--- src/sv/aifs_pkg.sv ---
`timescale 1ns / 1ps
package aifs_pkg;

   localparam int ACC_BITS = 64;
   localparam int MAX_TOKEN_BYTES = 1023;
   localparam int CNT_W = $clog2(MAX_TOKEN_BYTES + 1);
   localparam int LIMIT_W = 10;
   localparam int LIM_CMP_W = (CNT_W > LIMIT_W) ? CNT_W : LIMIT_W;
   localparam int VALUE_W = 64;
   localparam int STATUS_W = 2;
   localparam int TLEN_W = 10;
   localparam int MODE_W = 3;
   localparam int SIZE_W = 2;
   localparam int CSR_IDX_W = 2;
   localparam int CSR_DATA_W = 10;

   localparam logic [MODE_W-1:0] MODE_SDEC = 3'd0;
   localparam logic [MODE_W-1:0] MODE_UDEC = 3'd1;
   localparam logic [MODE_W-1:0] MODE_OCT  = 3'd2;
   localparam logic [MODE_W-1:0] MODE_HEX  = 3'd3;
   localparam logic [MODE_W-1:0] MODE_AUTO = 3'd4;

   localparam logic [SIZE_W-1:0] SIZE_32 = 2'd0;
   localparam logic [SIZE_W-1:0] SIZE_16 = 2'd1;

   localparam logic [STATUS_W-1:0] STATUS_FIELD = 2'd0;
   localparam logic [STATUS_W-1:0] STATUS_EOT   = 2'd1;
   localparam logic [STATUS_W-1:0] STATUS_BLANK = 2'd2;

   localparam logic [CSR_IDX_W-1:0] CSR_MODE     = 2'd0;
   localparam logic [CSR_IDX_W-1:0] CSR_WIDTH    = 2'd1;
   localparam logic [CSR_IDX_W-1:0] CSR_SIZE     = 2'd2;
   localparam logic [CSR_IDX_W-1:0] CSR_SUPPRESS = 2'd3;

   localparam logic [1:0] PFX_NONE  = 2'd0;
   localparam logic [1:0] PFX_ZERO  = 2'd1;
   localparam logic [1:0] PFX_0X    = 2'd2;
   localparam logic [1:0] PFX_DIGIT = 2'd3;

   localparam logic [4:0] HEX_BAD = 5'd16;

   typedef struct packed {
      logic [MODE_W-1:0]  mode;
      logic [LIMIT_W-1:0] width_limit;
      logic [SIZE_W-1:0]  size;
      logic               suppress;
   } cfg_type;

   typedef struct packed {
      logic                valid;
      logic                is_field;
      logic [STATUS_W-1:0] status;
      logic [ACC_BITS-1:0] raw;
      logic                negate;
      logic [CNT_W-1:0]    count;
   } fin_type;

   function automatic logic is_blank(logic [7:0] c);
      return c == 8'd32 || c == 8'd9 || c == 8'd10 || c == 8'd11 || c == 8'd12 ||
             c == 8'd13;
   endfunction

   function automatic logic [4:0] hex_value(logic [7:0] c);
      logic [4:0] v;
      v = HEX_BAD;
      if (c >= "0" && c <= "9") v = 5'(c - "0");
      else if (c >= "a" && c <= "f") v = 5'(c - "a" + 8'd10);
      else if (c >= "A" && c <= "F") v = 5'(c - "A" + 8'd10);
      return v;
   endfunction

   function automatic logic signed_mode(logic [MODE_W-1:0] m);
      return m != MODE_UDEC && m != MODE_OCT && m != MODE_HEX;
   endfunction

endpackage

--- src/sv/aifs_token_tracker.sv ---
`timescale 1ns / 1ps
module aifs_token_tracker (
   input  logic                     clock,
   input  logic                     reset,
   input  logic                     fire,
   input  logic [7:0]               text_byte,
   input  logic                     text_end,
   input  aifs_pkg::cfg_type        cfg,
   output aifs_pkg::fin_type        fin
);
   import aifs_pkg::*;

   logic [ACC_BITS-1:0] dec_ff, dec_in, oct_ff, oct_in, hex_ff, hex_in;
   logic                neg_ff, neg_in;
   logic [2:0]          stop_ff, stop_in;
   logic [CNT_W-1:0]    count_ff, count_in;
   logic                inside_ff, inside_in;
   logic [1:0]          prefix_ff, prefix_in;
   logic                hexl_ff, hexl_in;
   logic                nonblank_ff, nonblank_in;

   logic [ACC_BITS-1:0] b_dec, b_oct, b_hex, f_dec, f_oct, f_hex;
   logic                b_neg, f_neg, b_hexl, f_hexl;
   logic [2:0]          b_stop, f_stop;
   logic [CNT_W-1:0]    b_count, f_count;
   logic [1:0]          b_prefix, f_prefix;
   logic [4:0]          hv;
   logic                is_dec, is_oct, pos_zero, pos_one, blank;
   logic [LIM_CMP_W-1:0] limit;

   function automatic fin_type finish(
      input logic [ACC_BITS-1:0] d, input logic [ACC_BITS-1:0] o,
      input logic [ACC_BITS-1:0] h, input logic [1:0] pfx, input logic hl,
      input logic ng, input logic [CNT_W-1:0] cnt, input logic [MODE_W-1:0] m
   );
      fin_type f;
      logic    use_dec;
      f = '0;
      use_dec = 1'b0;
      unique case (m)
         MODE_UDEC: f.raw = d;
         MODE_OCT:  f.raw = o;
         MODE_HEX:  f.raw = h;
         MODE_AUTO: begin
            priority if (pfx == PFX_0X) f.raw = h;
            else if (pfx == PFX_ZERO) f.raw = o;
            else if (pfx == PFX_DIGIT && hl) f.raw = h;
            else begin
               f.raw = d;
               use_dec = 1'b1;
            end
         end
         default: begin
            f.raw = d;
            use_dec = 1'b1;
         end
      endcase
      f.valid = 1'b1;
      f.is_field = 1'b1;
      f.status = STATUS_FIELD;
      f.negate = use_dec && ng;
      f.count = cnt;
      return f;
   endfunction

   always_comb begin
      blank = is_blank(text_byte);
      hv = hex_value(text_byte);
      is_dec = text_byte >= "0" && text_byte <= "9";
      is_oct = text_byte >= "0" && text_byte <= "7";

      if (inside_ff) begin
         b_dec = dec_ff;
         b_oct = oct_ff;
         b_hex = hex_ff;
         b_neg = neg_ff;
         b_stop = stop_ff;
         b_count = count_ff;
         b_prefix = prefix_ff;
         b_hexl = hexl_ff;
      end else begin
         b_dec = '0;
         b_oct = '0;
         b_hex = '0;
         b_neg = 1'b0;
         b_stop = '0;
         b_count = '0;
         b_prefix = PFX_NONE;
         b_hexl = 1'b0;
      end
      pos_zero = b_count == '0;
      pos_one = b_count == CNT_W'(1);

      f_hexl = b_hexl | (hv >= 5'd10 && hv < HEX_BAD);
      f_dec = b_dec;
      f_oct = b_oct;
      f_hex = b_hex;
      f_neg = b_neg;
      f_stop = b_stop;
      f_prefix = b_prefix;

      if (!b_stop[0]) begin
         if (pos_zero && text_byte == "-" && signed_mode(cfg.mode)) f_neg = 1'b1;
         else if (is_dec)
            f_dec = (b_dec << 3) + (b_dec << 1) + ACC_BITS'(text_byte[3:0]);
         else f_stop[0] = 1'b1;
      end
      if (!b_stop[1]) begin
         if (is_oct) f_oct = {b_oct[ACC_BITS-4:0], text_byte[2:0]};
         else f_stop[1] = 1'b1;
      end
      if (pos_one && b_prefix == PFX_ZERO && (text_byte == "x" || text_byte == "X")) begin
         f_hex = '0;
         f_prefix = PFX_0X;
      end else if (!b_stop[2]) begin
         if (hv != HEX_BAD) f_hex = {b_hex[ACC_BITS-5:0], hv[3:0]};
         else f_stop[2] = 1'b1;
      end
      if (pos_zero) f_prefix = (text_byte == "0") ? PFX_ZERO : (is_dec ? PFX_DIGIT : PFX_NONE);
      f_count = b_count + CNT_W'(1);

      if (cfg.width_limit == '0 ||
          LIM_CMP_W'(cfg.width_limit) > LIM_CMP_W'(MAX_TOKEN_BYTES))
         limit = LIM_CMP_W'(MAX_TOKEN_BYTES);
      else limit = LIM_CMP_W'(cfg.width_limit);

      dec_in = dec_ff;
      oct_in = oct_ff;
      hex_in = hex_ff;
      neg_in = neg_ff;
      stop_in = stop_ff;
      count_in = count_ff;
      inside_in = inside_ff;
      prefix_in = prefix_ff;
      hexl_in = hexl_ff;
      nonblank_in = nonblank_ff;
      fin = '0;

      if (fire) begin
         priority if (text_end) begin
            if (inside_ff) begin
               fin = finish(dec_ff, oct_ff, hex_ff, prefix_ff, hexl_ff, neg_ff, count_ff,
                            cfg.mode);
               inside_in = 1'b0;
            end else begin
               fin.valid = 1'b1;
               fin.is_field = 1'b0;
               fin.status = nonblank_ff ? STATUS_EOT : STATUS_BLANK;
               nonblank_in = 1'b0;
            end
         end else if (blank) begin
            if (inside_ff) begin
               fin = finish(dec_ff, oct_ff, hex_ff, prefix_ff, hexl_ff, neg_ff, count_ff,
                            cfg.mode);
               inside_in = 1'b0;
            end
         end else begin
            nonblank_in = 1'b1;
            dec_in = f_dec;
            oct_in = f_oct;
            hex_in = f_hex;
            neg_in = f_neg;
            stop_in = f_stop;
            count_in = f_count;
            prefix_in = f_prefix;
            hexl_in = f_hexl;
            inside_in = 1'b1;
            if (LIM_CMP_W'(f_count) >= limit) begin
               fin = finish(f_dec, f_oct, f_hex, f_prefix, f_hexl, f_neg, f_count, cfg.mode);
               inside_in = 1'b0;
            end
         end
      end
   end

   always_ff @(posedge clock) begin
      if (reset) begin
         dec_ff <= '0;
         oct_ff <= '0;
         hex_ff <= '0;
         neg_ff <= 1'b0;
         stop_ff <= '0;
         count_ff <= '0;
         inside_ff <= 1'b0;
         prefix_ff <= PFX_NONE;
         hexl_ff <= 1'b0;
         nonblank_ff <= 1'b0;
      end else begin
         dec_ff <= dec_in;
         oct_ff <= oct_in;
         hex_ff <= hex_in;
         neg_ff <= neg_in;
         stop_ff <= stop_in;
         count_ff <= count_in;
         inside_ff <= inside_in;
         prefix_ff <= prefix_in;
         hexl_ff <= hexl_in;
         nonblank_ff <= nonblank_in;
      end
   end

endmodule

--- src/sv/aifs_result_format.sv ---
`timescale 1ns / 1ps
module aifs_result_format (
   input  aifs_pkg::fin_type               fin,
   input  aifs_pkg::cfg_type               cfg,
   output logic [aifs_pkg::VALUE_W-1:0]    value_bits,
   output logic [aifs_pkg::STATUS_W-1:0]   status,
   output logic                            assigned,
   output logic [aifs_pkg::TLEN_W-1:0]     token_length
);
   import aifs_pkg::*;

   logic [ACC_BITS-1:0] acc;
   logic [VALUE_W-1:0]  wide, wrapped;
   logic                sgn;

   always_comb begin
      acc = fin.negate ? (~fin.raw + ACC_BITS'(1)) : fin.raw;
      wide = VALUE_W'(acc);
      sgn = signed_mode(cfg.mode);
      unique case (cfg.size)
         SIZE_32: wrapped = {{32{sgn & wide[31]}}, wide[31:0]};
         SIZE_16: wrapped = {{48{sgn & wide[15]}}, wide[15:0]};
         default: wrapped = wide;
      endcase

      status = fin.status;
      if (fin.is_field) begin
         token_length = TLEN_W'(fin.count);
         assigned = !cfg.suppress;
         value_bits = cfg.suppress ? '0 : wrapped;
      end else begin
         token_length = '0;
         assigned = 1'b0;
         value_bits = '0;
      end
   end

endmodule

--- src/sv/ascii_integer_field_scanner_unit.sv ---
`timescale 1ns / 1ps
// a byte is accepted into the input register, its token update is registered in the token
// stage, and its result then shows on rsp_valid from the output register
// throughput: one byte per unstalled cycle, the whole token update fits between two registers
// a stalled output holds the pipeline; a byte slot is still taken while the input stage is free
// reset: synchronous, clears all token state, pipeline valids and registers to mode 0,
// no limit, 32-bit wrap, store enabled
module ascii_integer_field_scanner_unit (
   input  logic                            clock,
   input  logic                            reset,
   input  logic                            req_valid,
   output logic                            req_stall,
   input  logic [7:0]                      req_text_byte,
   input  logic                            req_text_end,
   output logic                            rsp_valid,
   input  logic                            rsp_stall,
   output logic [aifs_pkg::VALUE_W-1:0]    rsp_value_bits,
   output logic [aifs_pkg::STATUS_W-1:0]   rsp_status,
   output logic                            rsp_assigned,
   output logic [aifs_pkg::TLEN_W-1:0]     rsp_token_length,
   input  logic                            csr_write_enable,
   input  logic [aifs_pkg::CSR_IDX_W-1:0]  csr_index,
   input  logic [aifs_pkg::CSR_DATA_W-1:0] csr_write_data
);
   import aifs_pkg::*;

   cfg_type             cfg_ff, cfg_in;
   logic                in_valid_ff, in_valid_in;
   logic [7:0]          in_byte_ff, in_byte_in;
   logic                in_end_ff, in_end_in;
   fin_type             mid_ff, mid_in;
   logic                out_valid_ff, out_valid_in;
   logic [VALUE_W-1:0]  out_value_ff, out_value_in;
   logic [STATUS_W-1:0] out_status_ff, out_status_in;
   logic                out_assigned_ff, out_assigned_in;
   logic [TLEN_W-1:0]   out_tlen_ff, out_tlen_in;

   logic                advance, fire;
   fin_type             fin;
   logic [VALUE_W-1:0]  fmt_value;
   logic [STATUS_W-1:0] fmt_status;
   logic                fmt_assigned;
   logic [TLEN_W-1:0]   fmt_tlen;

   assign advance = !(out_valid_ff && rsp_stall);
   assign req_stall = in_valid_ff && !advance;
   assign fire = in_valid_ff && advance;

   aifs_token_tracker u_tracker (
      .clock     (clock),
      .reset     (reset),
      .fire      (fire),
      .text_byte (in_byte_ff),
      .text_end  (in_end_ff),
      .cfg       (cfg_ff),
      .fin       (fin)
   );

   aifs_result_format u_format (
      .fin          (mid_ff),
      .cfg          (cfg_ff),
      .value_bits   (fmt_value),
      .status       (fmt_status),
      .assigned     (fmt_assigned),
      .token_length (fmt_tlen)
   );

   always_comb begin
      cfg_in = cfg_ff;
      if (csr_write_enable) begin
         unique case (csr_index)
            CSR_MODE:     cfg_in.mode = csr_write_data[MODE_W-1:0];
            CSR_WIDTH:    cfg_in.width_limit = csr_write_data[LIMIT_W-1:0];
            CSR_SIZE:     cfg_in.size = csr_write_data[SIZE_W-1:0];
            CSR_SUPPRESS: cfg_in.suppress = csr_write_data[0];
         endcase
      end

      in_valid_in = in_valid_ff;
      in_byte_in = in_byte_ff;
      in_end_in = in_end_ff;
      if (!req_stall) begin
         in_valid_in = req_valid;
         in_byte_in = req_text_byte;
         in_end_in = req_text_end;
      end

      mid_in = mid_ff;
      out_valid_in = out_valid_ff;
      out_value_in = out_value_ff;
      out_status_in = out_status_ff;
      out_assigned_in = out_assigned_ff;
      out_tlen_in = out_tlen_ff;
      if (advance) begin
         mid_in = fin;
         out_valid_in = mid_ff.valid;
         out_value_in = fmt_value;
         out_status_in = fmt_status;
         out_assigned_in = fmt_assigned;
         out_tlen_in = fmt_tlen;
      end
   end

   always_ff @(posedge clock) begin
      if (reset) begin
         cfg_ff <= '0;
         in_valid_ff <= 1'b0;
         mid_ff <= '0;
         out_valid_ff <= 1'b0;
      end else begin
         cfg_ff <= cfg_in;
         in_valid_ff <= in_valid_in;
         mid_ff <= mid_in;
         out_valid_ff <= out_valid_in;
      end
   end

   always_ff @(posedge clock) begin
      in_byte_ff <= in_byte_in;
      in_end_ff <= in_end_in;
      out_value_ff <= out_value_in;
      out_status_ff <= out_status_in;
      out_assigned_ff <= out_assigned_in;
      out_tlen_ff <= out_tlen_in;
   end

   assign rsp_valid = out_valid_ff;
   assign rsp_value_bits = out_value_ff;
   assign rsp_status = out_status_ff;
   assign rsp_assigned = out_assigned_ff;
   assign rsp_token_length = out_tlen_ff;

   a_end_status_empty: assert property (@(posedge clock) disable iff (reset)
      rsp_valid && rsp_status != STATUS_FIELD |->
         !rsp_assigned && rsp_token_length == '0 && rsp_value_bits == '0)
      else $error("end status item carries field data");

   a_suppressed_zero: assert property (@(posedge clock) disable iff (reset)
      rsp_valid && rsp_status == STATUS_FIELD && !rsp_assigned |-> rsp_value_bits == '0)
      else $error("unassigned field has nonzero value");

   a_status_code: assert property (@(posedge clock) disable iff (reset)
      rsp_valid |->
         rsp_status == STATUS_FIELD || rsp_status == STATUS_EOT || rsp_status == STATUS_BLANK)
      else $error("bad status code");

   a_field_nonempty: assert property (@(posedge clock) disable iff (reset)
      rsp_valid && rsp_status == STATUS_FIELD |-> rsp_token_length != '0)
      else $error("field item with zero length");

   a_mid_holds: assert property (@(posedge clock) disable iff (reset)
      out_valid_ff && rsp_stall && in_valid_ff |=> $stable(mid_ff.valid) && in_valid_ff)
      else $error("pipeline moved while output stalled");

endmodule
--- config.mk ---
export PLATFORM = sky130hd
export DESIGN_NAME = ascii_integer_field_scanner_unit
export DESIGN_NICKNAME = d
export VERILOG_FILES = /design/src/sv/aifs_pkg.sv /design/src/sv/aifs_token_tracker.sv /design/src/sv/aifs_result_format.sv /design/src/sv/ascii_integer_field_scanner_unit.sv
export SDC_FILE = /design/constraint.sdc
export NUM_CORES = 2
export LEC_CHECK = 0
export ABC_CLOCK_PERIOD_IN_PS = 15100
export BUFFER_PORTS_ARGS = -buffer_cell sky130_fd_sc_hd__clkbuf_2
export CORE_UTILIZATION = 40
export CTS_CLUSTER_DIAMETER = 200
export DETAILED_ROUTE_END_ITERATION = 7
export PLACE_DENSITY = 0.59
export SKIP_CTS_REPAIR_TIMING = 1
export SLEW_MARGIN = 20
export SYNTH_ARGS = -nofsm -noshare
export SYNTH_HDL_FRONTEND = slang
export SYNTH_SLANG_ARGS = --single-unit
--- constraint.sdc ---
create_clock -name clock -period 15.1 [get_ports clock]
set_clock_uncertainty 0.05 [all_clocks]
set_input_delay 3.02 -clock clock [delete_from_list [all_inputs] [get_ports clock]]
set_output_delay 3.02 -clock clock [all_outputs]
set_load 0.05 [all_outputs]
==> impl_metrics.env <==
export IMPL_clock_root_buffer="clkbuf_16"
export IMPL_finalSetupTns_ns=0
export IMPL_maxCapViolCount=0
export IMPL_worst_slew_pin_slew_ns=1.19
export IMPL_async_reset_ff_share_pct=0
export IMPL_final_cell_mix="nand2_1, nor2_1, a21oi_1"
export IMPL_clk_latency_ns=0.62
export IMPL_dp_hpwl_mm=80.0
export IMPL_path_class="input port to output port"
export IMPL_fmax_mhz=128
export IMPL_grt_antenna_before_repair=0
export IMPL_drive_gt1_share_pct=8.25
export IMPL_ys_ff_latch=394
export IMPL_vias_per_cell=6.60
export IMPL_initial_core_util_pct=40.7
export IMPL_power_density_nw_per_um2=78.7
export IMPL_place_area_um2=30500
export IMPL_vias=31800
export IMPL_critical_path_n_buffers_inverters=4
export IMPL_final_nets=4000
export IMPL_netlist_area_um2=29400
export IMPL_synthesis_nets=4119
export IMPL_worstHoldPathType="flop to flop"
export IMPL_rsz0062_at_grt="no"
export IMPL_fin_crit_sh_pct=51.9
export IMPL_cp_common_cell="clkbuf_2"
export IMPL_worstPathCellList="clkbuf_2, and2_2, buf_4, nand2_1, inv_1, clkbuf_2"
export IMPL_syn_inst=3951
export IMPL_grt_first_pass_wirelength_mm=186
export IMPL_worstPathArrival_ns=4.76
export IMPL_critPathMaxFanout=43
export IMPL_track_usage_pct=32.5
export IMPL_synth_edff_count=86
export IMPL_status="completed"
export IMPL_slew_violations=0
export IMPL_port_buffers=104
export IMPL_crit_slowest_cell="buf_4"
export IMPL_std_cell_rows=98
export IMPL_ys_seq_area_share_pct=29.8
export IMPL_setup_violations_final=0
export IMPL_dieArea_um2=74500
export IMPL_fp_coreArea_um2=72100
export IMPL_irDropWorstVdd_v=0.0000853
export IMPL_place_congestion=0.999
export IMPL_yosysUniqueCellTypes=81
export IMPL_critPathRequiredTime_ns=12.03
export IMPL_cts_sinks=394
export IMPL_critPathMaxStageDelay_ns=0.59
export IMPL_die_x_um=273
export IMPL_drt_initial_drc_count=4061
export IMPL_cts_buffers=45
export IMPL_routedWlPerCell_um=25.9
export IMPL_p_leak_nw=11.6
export IMPL_ant_nets=0
export IMPL_ctsLongestPathBuffers=3
export IMPL_drt_wl_total_mm=125
export IMPL_final_util_pct=44.4
export IMPL_areaGrowthSynthToFinish_pct=9.02
export IMPL_cts_tree="yes"
export IMPL_dr_pass1_iters=8
export IMPL_design_area_um2=32000
export IMPL_overflow=0
export IMPL_avgSynthCellArea_um2=7.43
export IMPL_end_kind="output port"
export IMPL_h_tree_depth=2
export IMPL_hold_viol=0
export IMPL_crit_path_start_kind="input port"
export IMPL_crit_family="buffers and inverters"
export IMPL_final_common_cell="nand2_1"
export IMPL_slew_headroom_pct=20.3
export IMPL_synth_ff_type="dfxtp_1"
export IMPL_fin_crit_ns=7.83
export IMPL_ys_warn_count=0
export IMPL_route_detailed_drc=0
export IMPL_die_height_um=273
export IMPL_grt_pass1_vias=29400
export IMPL_clk_pin_slew_worst_paths_ns=0.06
export IMPL_io_pins=105
export IMPL_holdWs_ns=0.387
export IMPL_grt_max_degree=89
## path summary, 6_finish.rpt
kind / slack, ns / startpoint / end / cells past startpoint
max: 7.27 / rsp_stall / req_stall / 6
min: 0.39 / mid_ff[76] / rsp_status[1] / 0
max reg2reg: 9.19 / u_tracker.inside_ff / mid_ff[36] / 19
min reg2reg: 0.39 / mid_ff[76] / rsp_status[1] / 0
## state kept, by name (all words and copies together) (netlist names)
signal                 count
u_tracker.inside_ff        1
u_tracker.nonblank_ff      1
in_valid_ff                1
u_tracker.oct_ff          64
u_tracker.hex_ff          64
mid_ff                    79
u_tracker.prefix_ff        2
u_tracker.stop_ff          3
in_byte_ff                 8
rsp_assigned               1
rsp_token_length          10
u_tracker.dec_ff          64
u_tracker.count_ff        10
cfg_ff                    16
rsp_status                 2
u_tracker.hexl_ff          1
rsp_valid                  1
rsp_value_bits            64
in_end_ff                  1
u_tracker.neg_ff           1
## per-layer routing
layer	share of wire (%)	vias to the layer above	GRT usage (%)
met2	43	2033	49.9
met5	0	-	0
met1	40	15000	42.0
met3	12	412	9.27
met4	4.8	0	15.0
li1	-	14300	-
## layout make-up
class | instances | area, um2
Clock buffer | 63 | 1290
Sequential cell | 394 | 8760
Inverter | 37 | 140
Tap cell | 950 | 1190
Timing Repair Buffer | 169 | 1020
Clock inverter | 17 | 214
Antenna cell | 2 | 5.00
Multi-Input combinational cell | 3185 | 19400
Fill cell | 7340 | 40100
## metrics by stage
step           total power, mW  setup WS, ns  std cells
6_report                  2.52          7.27       4817
5_1_grt                   2.58          7.19       4815
4_1_cts                   2.52          7.29       4815
3_5_place_dp              1.37          7.29       4735
3_3_place_gp              1.37          7.29       4735
2_1_floorplan             1.28          7.46       3951
## power by group
| group | switching (mW) | internal (mW) |
|---|---|---|
| clock network | 0.491 | 0.666 |
| registers | 0.0219 | 1.09 |
| logic | 0.190 | 0.0653 |
| total | 0.703 | 1.82 |
## Yosys cell counts (22+ instances only)
cell type	number	area, um2
nand2_1	604	2270
nor2_1	438	1640
a21oi_1	403	2020
o21ai_0	320	1600
dfxtp_1	308	6170
clkbuf_1	284	1070
a22oi_1	169	1270
ha_1	141	1760
mux2i_1	97	971
o221ai_1	87	762
edfxtp_1	86	2580
and2_1	85	532
xor2_1	80	701
a211oi_1	56	420
a221oi_1	55	482
nor3_1	49	245
o22ai_1	47	294
buf_1	46	173
a21o_1	40	300
xnor2_1	37	324
a31oi_1	36	225
inv_1	36	135
nand3_1	30	150
a22o_1	29	254
nand4_1	29	181
o31ai_1	29	218
a221o_1	28	280
o211ai_1	23	173
nand2b_1	22	138
## worst reg2reg max path: stages (launching register included)
cell and delay, ns:
dfxtp_4 0.74, buf_4 0.65, and2_1 0.33, ha_1 0.29, nand4_1 0.14, nor2_1 0.21, nand3_1 0.12, xor2_1 0.14
nor2_1 0.08, ha_1 0.31, o211ai_1 0.08, o21ai_1 0.60, nand2_1 0.11, buf_4 0.25, nor2_2 0.84, buf_4 0.45
nand2_1 0.11, nor2_1 0.16, a221oi_1 0.10, o21ai_0 0.09
## logic make-up after synthesis
logic type      share of synthesized area [%]
compound gates                           32.1
simple gates                             20.3
flops                                    29.8
buf+inv                                  4.80
fa+ha+maj                                6.08
xor+xnor                                 3.49
mux                                      3.42
(Power assumes the default switching activity.)
